$ cat src/design/assert_macros.svh
// ----------------------------------------------------------------------------
// assert_macros.svh
// assertion helper macros, compiled out when SYNTH is defined
// ----------------------------------------------------------------------------
`ifndef ASSERT_MACROS_SVH
`define ASSERT_MACROS_SVH
`ifndef SYNTH
`define ASSERT_NEVER(label, clk, rst, cond, msg) \
  label: assert property (@(posedge clk) disable iff (rst) !(cond)) else $error(msg);
`define ASSERT_IMPLIES(label, clk, rst, pre, post, msg) \
  label: assert property (@(posedge clk) disable iff (rst) (pre) |-> (post)) else $error(msg);
`else
`define ASSERT_NEVER(label, clk, rst, cond, msg)
`define ASSERT_IMPLIES(label, clk, rst, pre, post, msg)
`endif
`endif

$ cat src/design/esd_pkg.sv
`timescale 1ns / 1ps
// ----------------------------------------------------------------------------
// esd_pkg
// shared types and constants of the escape sequence decoder
// ----------------------------------------------------------------------------
package esd_pkg;

  localparam int MAX_HEX_DIGITS = 8;
  localparam int MAX_OCT_DIGITS = 11;
  localparam int QUEUE_DEPTH    = 4;

  // widest result list of one character: octal replay of eleven digits
  localparam int CMD_BYTES = 13;
  localparam int NB_W      = 4;

  localparam logic [7:0] CH_BACKSLASH = 8'h5C;
  localparam logic [7:0] CH_X_LO      = 8'h78;
  localparam logic [7:0] CH_X_UP      = 8'h58;
  localparam logic [7:0] CH_ZERO      = 8'h30;
  localparam logic [7:0] CH_SEVEN     = 8'h37;

  typedef struct packed {
    logic [7:0] ch;
    logic       end_of_text;
  } char_t;

  typedef struct packed {
    logic [31:0] code;
    logic        final_res;
  } code_t;

  typedef struct packed {
    logic                          has_word;
    logic [31:0]                   word;
    logic [NB_W-1:0]               nbytes;
    logic [CMD_BYTES-1:0][7:0]     bytes;
    logic                          last_word;
  } cmd_t;

  typedef struct packed {
    logic valid;
    cmd_t cmd;
  } q_push_t;

  typedef struct packed {
    logic valid;
    cmd_t cmd;
  } q_head_t;

endpackage

$ cat src/design/esd_front.sv
`timescale 1ns / 1ps
// ----------------------------------------------------------------------------
// esd_front
// accepts characters, tracks escape state and digits, pushes result lists
// ----------------------------------------------------------------------------
module esd_front #(
  parameter int MAX_HEX_DIGITS = esd_pkg::MAX_HEX_DIGITS,
  parameter int MAX_OCT_DIGITS = esd_pkg::MAX_OCT_DIGITS
) (
  input  logic             clk,
  input  logic             rst,
  input  logic             char_valid,
  output logic             char_stall,
  input  esd_pkg::char_t   char_word,
  input  logic             full,
  output esd_pkg::q_push_t push
);

  localparam int BUF_DEPTH = (MAX_OCT_DIGITS > MAX_HEX_DIGITS) ? MAX_OCT_DIGITS
                                                               : MAX_HEX_DIGITS;
  localparam int CNT_W = $clog2(BUF_DEPTH + 1);
  localparam int IDX_W = (BUF_DEPTH > 1) ? $clog2(BUF_DEPTH) : 1;

  localparam logic [1:0] MODE_PLAIN = 2'd0;
  localparam logic [1:0] MODE_ESC   = 2'd1;
  localparam logic [1:0] MODE_HEX   = 2'd2;
  localparam logic [1:0] MODE_OCT   = 2'd3;

  function automatic logic [4:0] hex_digit(input logic [7:0] c);
    logic [4:0] r;
    r = '0;
    if (c >= 8'h30 && c <= 8'h39) r = {1'b1, 4'(c - 8'h30)};
    else if (c >= 8'h61 && c <= 8'h66) r = {1'b1, 4'(c - 8'h57)};
    else if (c >= 8'h41 && c <= 8'h46) r = {1'b1, 4'(c - 8'h37)};
    return r;
  endfunction

  function automatic logic [7:0] ctrl_map(input logic [7:0] c);
    logic [7:0] r;
    case (c)
      8'h61:   r = 8'h07;
      8'h62:   r = 8'h08;
      8'h66:   r = 8'h0C;
      8'h6E:   r = 8'h0A;
      8'h72:   r = 8'h0D;
      8'h74:   r = 8'h09;
      8'h76:   r = 8'h0B;
      default: r = c;
    endcase
    return r;
  endfunction

  logic [1:0]       mode, mode_next;
  logic [31:0]      accum, accum_next;
  logic [CNT_W-1:0] digit_count, digit_count_next;
  logic [7:0]       x_letter, x_letter_next;
  logic [7:0]       digit_buffer [BUF_DEPTH];

  logic             accept, emit, tail, wr_en;
  logic [IDX_W-1:0] wr_idx;
  logic [4:0]       hexd;
  logic             is_bs, is_x, is_oct, eot;
  logic [7:0]       ch;
  esd_pkg::cmd_t    cmd;

  assign char_stall = full;

  always_comb begin
    ch     = char_word.ch;
    eot    = char_word.end_of_text;
    hexd   = hex_digit(ch);
    is_bs  = ch == esd_pkg::CH_BACKSLASH;
    is_x   = ch == esd_pkg::CH_X_LO || ch == esd_pkg::CH_X_UP;
    is_oct = ch >= esd_pkg::CH_ZERO && ch <= esd_pkg::CH_SEVEN;
    accept = char_valid && !full;

    mode_next        = mode;
    accum_next       = accum;
    digit_count_next = digit_count;
    x_letter_next    = x_letter;
    wr_en            = 1'b0;
    wr_idx           = digit_count[IDX_W-1:0];
    emit             = 1'b0;
    tail             = 1'b0;
    cmd              = '0;

    unique case (mode)
      MODE_PLAIN: begin
        tail = 1'b1;
      end
      MODE_ESC: begin
        accum_next       = '0;
        digit_count_next = '0;
        if (is_x) begin
          x_letter_next = ch;
          mode_next     = MODE_HEX;
          cmd.bytes[0]  = esd_pkg::CH_BACKSLASH;
          cmd.bytes[1]  = ch;
          cmd.nbytes    = esd_pkg::NB_W'(2);
          emit          = eot;
        end else if (is_oct) begin
          wr_en            = 1'b1;
          wr_idx           = '0;
          digit_count_next = CNT_W'(1);
          accum_next       = {29'b0, ch[2:0]};
          mode_next        = MODE_OCT;
          cmd.has_word     = 1'b1;
          cmd.word         = {29'b0, ch[2:0]};
          emit             = eot;
        end else begin
          cmd.bytes[0] = ctrl_map(ch);
          cmd.nbytes   = esd_pkg::NB_W'(1);
          emit         = 1'b1;
          mode_next    = MODE_PLAIN;
        end
      end
      MODE_HEX: begin
        if (hexd[4]) begin
          if (digit_count >= CNT_W'(MAX_HEX_DIGITS)) begin
            cmd.bytes[0] = esd_pkg::CH_BACKSLASH;
            cmd.bytes[1] = x_letter;
            for (int k = 0; k < MAX_HEX_DIGITS; k++) cmd.bytes[k+2] = digit_buffer[k];
            cmd.bytes[MAX_HEX_DIGITS+2] = ch;
            cmd.nbytes       = esd_pkg::NB_W'(MAX_HEX_DIGITS + 3);
            emit             = 1'b1;
            mode_next        = MODE_PLAIN;
            digit_count_next = '0;
            accum_next       = '0;
          end else begin
            wr_en            = 1'b1;
            digit_count_next = digit_count + CNT_W'(1);
            accum_next       = {accum[27:0], hexd[3:0]};
            cmd.has_word     = 1'b1;
            cmd.word         = {accum[27:0], hexd[3:0]};
            emit             = eot;
          end
        end else begin
          if (digit_count != '0) begin
            cmd.has_word = 1'b1;
            cmd.word     = accum;
          end else begin
            cmd.bytes[0] = esd_pkg::CH_BACKSLASH;
            cmd.bytes[1] = x_letter;
            cmd.nbytes   = esd_pkg::NB_W'(2);
          end
          emit      = 1'b1;
          mode_next = MODE_PLAIN;
          tail      = 1'b1;
        end
      end
      default: begin
        if (is_oct) begin
          if (digit_count >= CNT_W'(MAX_OCT_DIGITS)) begin
            cmd.bytes[0] = esd_pkg::CH_BACKSLASH;
            for (int k = 0; k < MAX_OCT_DIGITS; k++) cmd.bytes[k+1] = digit_buffer[k];
            cmd.bytes[MAX_OCT_DIGITS+1] = ch;
            cmd.nbytes       = esd_pkg::NB_W'(MAX_OCT_DIGITS + 2);
            emit             = 1'b1;
            mode_next        = MODE_PLAIN;
            digit_count_next = '0;
            accum_next       = '0;
          end else begin
            wr_en            = 1'b1;
            digit_count_next = digit_count + CNT_W'(1);
            accum_next       = {accum[28:0], ch[2:0]};
            cmd.has_word     = 1'b1;
            cmd.word         = {accum[28:0], ch[2:0]};
            emit             = eot;
          end
        end else begin
          cmd.has_word = 1'b1;
          cmd.word     = accum;
          emit         = 1'b1;
          mode_next    = MODE_PLAIN;
          tail         = 1'b1;
        end
      end
    endcase

    // ending character handled as plain text, or as the start of a new escape if it is a backslash
    if (tail) begin
      if (is_bs && !eot) begin
        mode_next = MODE_ESC;
      end else begin
        cmd.bytes[cmd.nbytes] = ch;
        cmd.nbytes            = cmd.nbytes + esd_pkg::NB_W'(1);
        emit                  = 1'b1;
        mode_next             = MODE_PLAIN;
      end
    end

    if (eot) mode_next = MODE_PLAIN;
    cmd.last_word = eot;

    push.valid = accept && emit;
    push.cmd   = cmd;
  end

  always_ff @(posedge clk) begin
    if (rst) begin
      mode        <= MODE_PLAIN;
      accum       <= '0;
      digit_count <= '0;
      x_letter    <= '0;
    end else if (accept) begin
      mode        <= mode_next;
      accum       <= accum_next;
      digit_count <= digit_count_next;
      x_letter    <= x_letter_next;
    end
  end

  always_ff @(posedge clk) begin
    if (accept && wr_en) digit_buffer[wr_idx] <= ch;
  end

endmodule

$ cat src/design/esd_queue.sv
`timescale 1ns / 1ps
// ----------------------------------------------------------------------------
// esd_queue
// small fifo of result lists between the front and the back
// ----------------------------------------------------------------------------
module esd_queue #(
  parameter int DEPTH = esd_pkg::QUEUE_DEPTH
) (
  input  logic             clk,
  input  logic             rst,
  input  esd_pkg::q_push_t push,
  output logic             full,
  output esd_pkg::q_head_t head,
  input  logic             pop
);

  localparam int PTR_W = $clog2(DEPTH);
  localparam int CNT_W = $clog2(DEPTH + 1);

  esd_pkg::cmd_t    entries [DEPTH];
  logic [PTR_W-1:0] wr_ptr, rd_ptr;
  logic [CNT_W-1:0] count;

  assign full       = count == CNT_W'(DEPTH);
  assign head.valid = count != '0;
  assign head.cmd   = entries[rd_ptr];

  always_ff @(posedge clk) begin
    if (push.valid) entries[wr_ptr] <= push.cmd;
  end

  always_ff @(posedge clk) begin
    if (rst) begin
      wr_ptr <= '0;
      rd_ptr <= '0;
      count  <= '0;
    end else begin
      if (push.valid) begin
        wr_ptr <= (wr_ptr == PTR_W'(DEPTH - 1)) ? '0 : wr_ptr + PTR_W'(1);
      end
      if (pop) begin
        rd_ptr <= (rd_ptr == PTR_W'(DEPTH - 1)) ? '0 : rd_ptr + PTR_W'(1);
      end
      count <= count + CNT_W'(push.valid) - CNT_W'(pop);
    end
  end

endmodule

$ cat src/design/esd_back.sv
`timescale 1ns / 1ps
// ----------------------------------------------------------------------------
// esd_back
// walks the head result list and sends one code per cycle when not stalled
// ----------------------------------------------------------------------------
module esd_back (
  input  logic             clk,
  input  logic             rst,
  input  esd_pkg::q_head_t head,
  output logic             pop,
  output logic             code_valid,
  input  logic             code_stall,
  output esd_pkg::code_t   code_word
);

  logic [esd_pkg::NB_W-1:0] pos, total, bidx;
  logic                     load, last;
  esd_pkg::code_t           item;

  always_comb begin
    total = esd_pkg::NB_W'(head.cmd.has_word) + head.cmd.nbytes;
    last  = pos == total - esd_pkg::NB_W'(1);
    bidx  = pos - esd_pkg::NB_W'(head.cmd.has_word);
    if (head.cmd.has_word && pos == '0) item.code = head.cmd.word;
    else item.code = {24'b0, head.cmd.bytes[bidx]};
    item.final_res = head.cmd.last_word && last;
    load = head.valid && (!code_valid || !code_stall);
    pop  = load && last;
  end

  always_ff @(posedge clk) begin
    if (rst) begin
      code_valid <= 1'b0;
      pos        <= '0;
    end else if (load) begin
      code_valid <= 1'b1;
      pos        <= last ? '0 : pos + esd_pkg::NB_W'(1);
    end else if (!code_stall) begin
      code_valid <= 1'b0;
    end
  end

  always_ff @(posedge clk) begin
    if (load) code_word <= item;
  end

endmodule

$ cat src/design/escape_sequence_decoder_top.sv
`timescale 1ns / 1ps
// ----------------------------------------------------------------------------
// escape_sequence_decoder_top
// decodes c style escapes in a character stream into 32-bit code values
//
// char channel: one character and its end-of-text mark per word, taken on
// any cycle with char_valid high and char_stall low
// code channel: one decoded value per word, final_res set on the last value
// of a string
// a character is classified in the cycle it is taken; its first code reaches
// the code channel through the queue and then the output register
// throughput: one character per cycle unless char_stall is high; the back
// end sends one code per cycle unless code_stall is high, so a malformed escape
// that replays its text ties up the single output register walking the list
// the queue between the two halves holds QUEUE_DEPTH result lists; char_stall
// rises only when it is full, so a stalled receiver backs up into it first
// reset clears the escape state, empties the queue and drops code_valid
// ----------------------------------------------------------------------------
`include "assert_macros.svh"

module escape_sequence_decoder_top #(
  parameter int MAX_HEX_DIGITS = esd_pkg::MAX_HEX_DIGITS,
  parameter int MAX_OCT_DIGITS = esd_pkg::MAX_OCT_DIGITS,
  parameter int QUEUE_DEPTH    = esd_pkg::QUEUE_DEPTH
) (
  input  logic           clk,
  input  logic           rst,
  input  logic           char_valid,
  output logic           char_stall,
  input  esd_pkg::char_t char_word,
  output logic           code_valid,
  input  logic           code_stall,
  output esd_pkg::code_t code_word
);

  esd_pkg::q_push_t q_push;
  esd_pkg::q_head_t q_head;
  logic             q_full;
  logic             q_pop;

  esd_front #(
    .MAX_HEX_DIGITS(MAX_HEX_DIGITS),
    .MAX_OCT_DIGITS(MAX_OCT_DIGITS)
  ) u_front (
    .clk       (clk),
    .rst       (rst),
    .char_valid(char_valid),
    .char_stall(char_stall),
    .char_word (char_word),
    .full      (q_full),
    .push      (q_push)
  );

  esd_queue #(
    .DEPTH(QUEUE_DEPTH)
  ) u_queue (
    .clk (clk),
    .rst (rst),
    .push(q_push),
    .full(q_full),
    .head(q_head),
    .pop (q_pop)
  );

  esd_back u_back (
    .clk       (clk),
    .rst       (rst),
    .head      (q_head),
    .pop       (q_pop),
    .code_valid(code_valid),
    .code_stall(code_stall),
    .code_word (code_word)
  );

  `ASSERT_NEVER(a_push_full, clk, rst, q_push.valid && q_full, "push into full queue")
  `ASSERT_NEVER(a_pop_empty, clk, rst, q_pop && !q_head.valid, "pop from empty queue")
  `ASSERT_IMPLIES(a_reset_out, clk, rst, $past(rst), !code_valid && !q_head.valid, "not idle after reset")

endmodule
$ cat config.mk
export PLATFORM = sky130hd
export DESIGN_NAME = escape_sequence_decoder_top
export DESIGN_NICKNAME = d
export VERILOG_FILES = /design/src/design/esd_pkg.sv /design/src/design/esd_front.sv /design/src/design/esd_queue.sv /design/src/design/esd_back.sv /design/src/design/escape_sequence_decoder_top.sv
export VERILOG_INCLUDE_DIRS = /design/src /design/src/design
export SDC_FILE = /design/constraint.sdc
export NUM_CORES = 1
export LEC_CHECK = 0
export ABC_AREA = 1
export BUFFER_PORTS_ARGS = -buffer_cell sky130_fd_sc_hd__buf_2
export CAP_MARGIN = 20
export CELL_PAD_IN_SITES_DETAIL_PLACEMENT = 2
export CELL_PAD_IN_SITES_GLOBAL_PLACEMENT = 2
export CORE_MARGIN = 3
export CORE_UTILIZATION = 45
export CTS_BUF_LIST = sky130_fd_sc_hd__clkbuf_16
export CTS_CLUSTER_DIAMETER = 30
export DETAILED_ROUTE_END_ITERATION = 12
export PLACE_DENSITY_LB_ADDON = 0.1
export RECOVER_POWER = 100
export SETUP_SLACK_MARGIN = 0.15
export SLEW_MARGIN = 20
export SYNTH_ARGS = -nofsm -noshare
export SYNTH_HDL_FRONTEND = slang
export SYNTH_HIERARCHICAL = 1
export SYNTH_SLANG_ARGS = --single-unit
$ cat constraint.sdc
create_clock -name clk -period 11.2 [get_ports clk]
set_clock_uncertainty 0.05 [all_clocks]
set_input_delay 2.24 -clock clk [delete_from_list [all_inputs] [get_ports clk]]
set_output_delay 2.24 -clock clk [all_outputs]
set_load 0.02 [all_outputs]
==> metrics.yaml <==
outcome: "finished with violations"
violations: "capacitance limit, slew limit"
finalSetupViolations: 0
synth_sequential_area_ratio: 0.641
top_area_cells_in_the_synthesized_netlist: "sky130_fd_sc_hd__edfxtp_1, sky130_fd_sc_hd__nand2_1, sky130_fd_sc_hd__inv_1"
global_route_wire_length_before_repair_um: 207000
biggest_fanout_along_the_worst_timing_path: 56
first_global_vias: 30800
final_common_cell: "sky130_fd_sc_hd__nand2_1"
worst_setup_path_end_kind: "flop"
setup_tns_ns: 0
clock_tree.root_cell: "sky130_fd_sc_hd__clkbuf_16"
worst_setup_path_endpoint: "u_queue/entries[1][66]"
most-common-layout-cells: "sky130_fd_sc_hd__nand2_1, sky130_fd_sc_hd__edfxtp_1, sky130_fd_sc_hd__inv_1, sky130_fd_sc_hd__a21oi_1, sky130_fd_sc_hd__o21ai_0"
cts_buffer_count: 168
ant_nets: 0
place_congestion: 0.834
drv_slew: 401
clk_path_buf_depth: 3
util_after_layout: 0.539
p_leak_nw: 15.8
yosys_warnings: 6
layout_setup_ws_ns: 2.01
antenna_found_initial: 3
worst_hold_path_type: "reg -> reg"
power.density_cell_area_nw_per_um2: 302
area.growth.synth_to_final_pct: 18.0
wl_um: 140000
total_of_max_cap_violations: 14
ir_drop_v: 0.000222
count_of_state_elements_after_synthesis: 749
design.core.area_um2: 74800
worstHoldPathCells: 2
area_of_the_multi_input_gates_um2: 9160
r2r.worst_path.cells: 15
h-tree-depth: 4
grtUsageTotal: 0.355
routed-via-count: 27400
required_ns: 11.60
insertion_delay_ns: 0.75
cts_tree: "built"
port_buffers: 47
gr_ovfl_total: 0
floorplan.die.height_um: 282
ctsResizeCount: 0
timing.final.hold_violations: 0
num-fill-cells: 7364
rsz_0062_raised_after_global_routing: "no"
pre_cts_ws_ns: 3.03
worstReg2RegEnd: "u_back/code_word[2]"
crit_path_start: "char_word[2]"
final-seq-area_um2: 21900
post_detail_place_hpwl_um: 71500
clock-sinks: 749
postCtsSetupBuffers: 0
cts.hold.buffers_added: 0
via_count_normalized_by_instance_count: 6.06
synthesis.area_per_instance_um2: 10.2
synthDominantAreaCellType: "sky130_fd_sc_hd__edfxtp_1"
drc_errors: 0
rows: 100
timing.slew.headroom: -1.27
design.portCount: 48
cp_data_arrival_time_ns: 9.60
worst_setup_path_start_kind: "input port"
die_area_um2: 79300
period_needed_ns: 9.19
synth.top_cell.area_share: 0.605
final_layout_size_suffix_gt1_frac: 0.0911
die_w_um: 282
timing.reg2reg.setup_slack_ns: 2.91
syn-instance-count: 3349
initial_core_util: 0.457
mappedNetlistArea_um2: 34200
netlist-cell-type-count: 52
timing.final.crit_share: 0.821
type_of_the_worst_setup_path: "in -> reg"
grt_max_degree: 248
drt_pre_antenna_iters: 5
fmaxAchievable_ghz: 0.109
finish.net_count: 3453
clkSlewWorstSetupHoldPaths_ns: 0.05
detail_route.wl_per_cell_um: 31.0
detailedRoute.firstIterationViolations: 2661
worst_pin_slew_ns: 3.40
## synthesized netlist by cell type (all sizes together)
cell	number
o21ai	247
o21bai	3
buf	138
clkinv	1
a22oi	3
mux2i	1
nand2	790
conb	1
and3	1
a41oi	1
ha	27
o22ai	67
inv	526
edfxtp	689
o221ai	26
or2	2
nand3b	2
a21oi	197
nor2	186
clkbuf	54
o211ai	144
nand4	7
nor4	1
nand3	148
xor2	10
fa	1
and2	1
a211oi	1
nor3	8
nand2b	1
xnor2	2
dfxtp	60
a31oi	3
## layout make-up
class	instances	share of cell area
Clock buffer	169	0.105
Timing Repair Buffer	83	0.0116
Inverter	527	0.0496
Sequential cell	749	0.543
Multi-Input combinational cell	1883	0.227
Antenna cell	1	0.0000621
Tap cell	969	0.0301
Clock inverter	145	0.0338
## flip-flops by register name, indices dropped and copies added (netlist names), 3 cells and up, named ones only
signal                flops
u_queue/entries         568
u_front/digit_buffer     88
u_back/code_word         33
u_front/accum            32
u_front/x_letter          8
u_back/pos                4
u_front/digit_count       4
u_queue/count             3
## kinds of logic (layout without fill, tap and decap cells)
| group | count (synthesis) | count (layout) | synth area share |
|---|---|---|---|
| compound gates | 692 | 692 | 0.118 |
| xor+xnor | 12 | 12 | 0.00352 |
| fa+ha+maj | 28 | 28 | 0.0105 |
| buf+inv | 719 | 924 | 0.0896 |
| flops | 749 | 749 | 0.641 |
| mux | 1 | 1 | 0.000293 |
| other cells | 1 | 4 | 0.000110 |
| simple gates | 1147 | 1147 | 0.137 |
## worst min-delay path by stage
stage	end	from	slack, ns
finish	u_front/x_letter[2]	u_front/x_letter[2]	0.44
global route	u_front/x_letter[7]	u_front/x_letter[7]	0.45
CTS	u_front/x_letter[7]	u_front/x_letter[7]	0.44
detailed placement	u_front/x_letter[7]	u_front/x_letter[7]	0.42
global placement	u_front/x_letter[7]	u_front/x_letter[7]	0.41
floorplan	u_front/x_letter[2]	u_front/x_letter[2]	0.37
## layer usage
metal | global-route usage | part of all wire | vias up
met5 | 0 | 0 | -
met4 | 0.174 | 0.049 | 0
met3 | 0.0666 | 0.063 | 417
met2 | 0.623 | 0.51 | 1261
met1 | 0.421 | 0.38 | 14200
li1 | - | - | 11500
## worst max-delay path, cell delays in order
cell	delay, ns
sky130_fd_sc_hd__buf_2	0.09
sky130_fd_sc_hd__clkbuf_1	1.09
sky130_fd_sc_hd__clkinv_1	0.88
sky130_fd_sc_hd__ha_1	0.50
sky130_fd_sc_hd__nand2_1	0.11
sky130_fd_sc_hd__nand3_1	0.10
sky130_fd_sc_hd__nand2_1	0.32
sky130_fd_sc_hd__nand2_4	0.41
sky130_fd_sc_hd__nand2_1	0.20
sky130_fd_sc_hd__buf_4	0.56
sky130_fd_sc_hd__inv_2	0.45
sky130_fd_sc_hd__nor2_1	0.45
sky130_fd_sc_hd__inv_1	0.24
sky130_fd_sc_hd__nor2_4	0.19
sky130_fd_sc_hd__ha_1	0.17
sky130_fd_sc_hd__and2_0	0.20
sky130_fd_sc_hd__nand3_1	0.53
sky130_fd_sc_hd__o21ai_0	0.77
## power breakdown
group,total [mW],internal [mW],switching [mW],leakage (nW)
clock,4.90,3.13,1.77,2.80
sequential,3.75,3.54,0.209,6.98
combinational,3.53,0.768,2.77,6.03
total,12.2,7.44,4.74,15.8
## stage by stage
step / hold slack [ns] / power [mW] / cells / instance area [um^2]
after floorplan: 0.369 / 5.76 / 3351 / 34200
after global placement: 0.411 / 6.74 / 4209 / 34900
after detailed placement: 0.419 / 6.98 / 4209 / 34900
after CTS: 0.438 / 12.2 / 4523 / 40500
after global routing: 0.453 / 12.6 / 4525 / 40300
final: 0.436 / 12.2 / 4526 / 40300
Note: power is estimated with default switching activity, not from simulation.
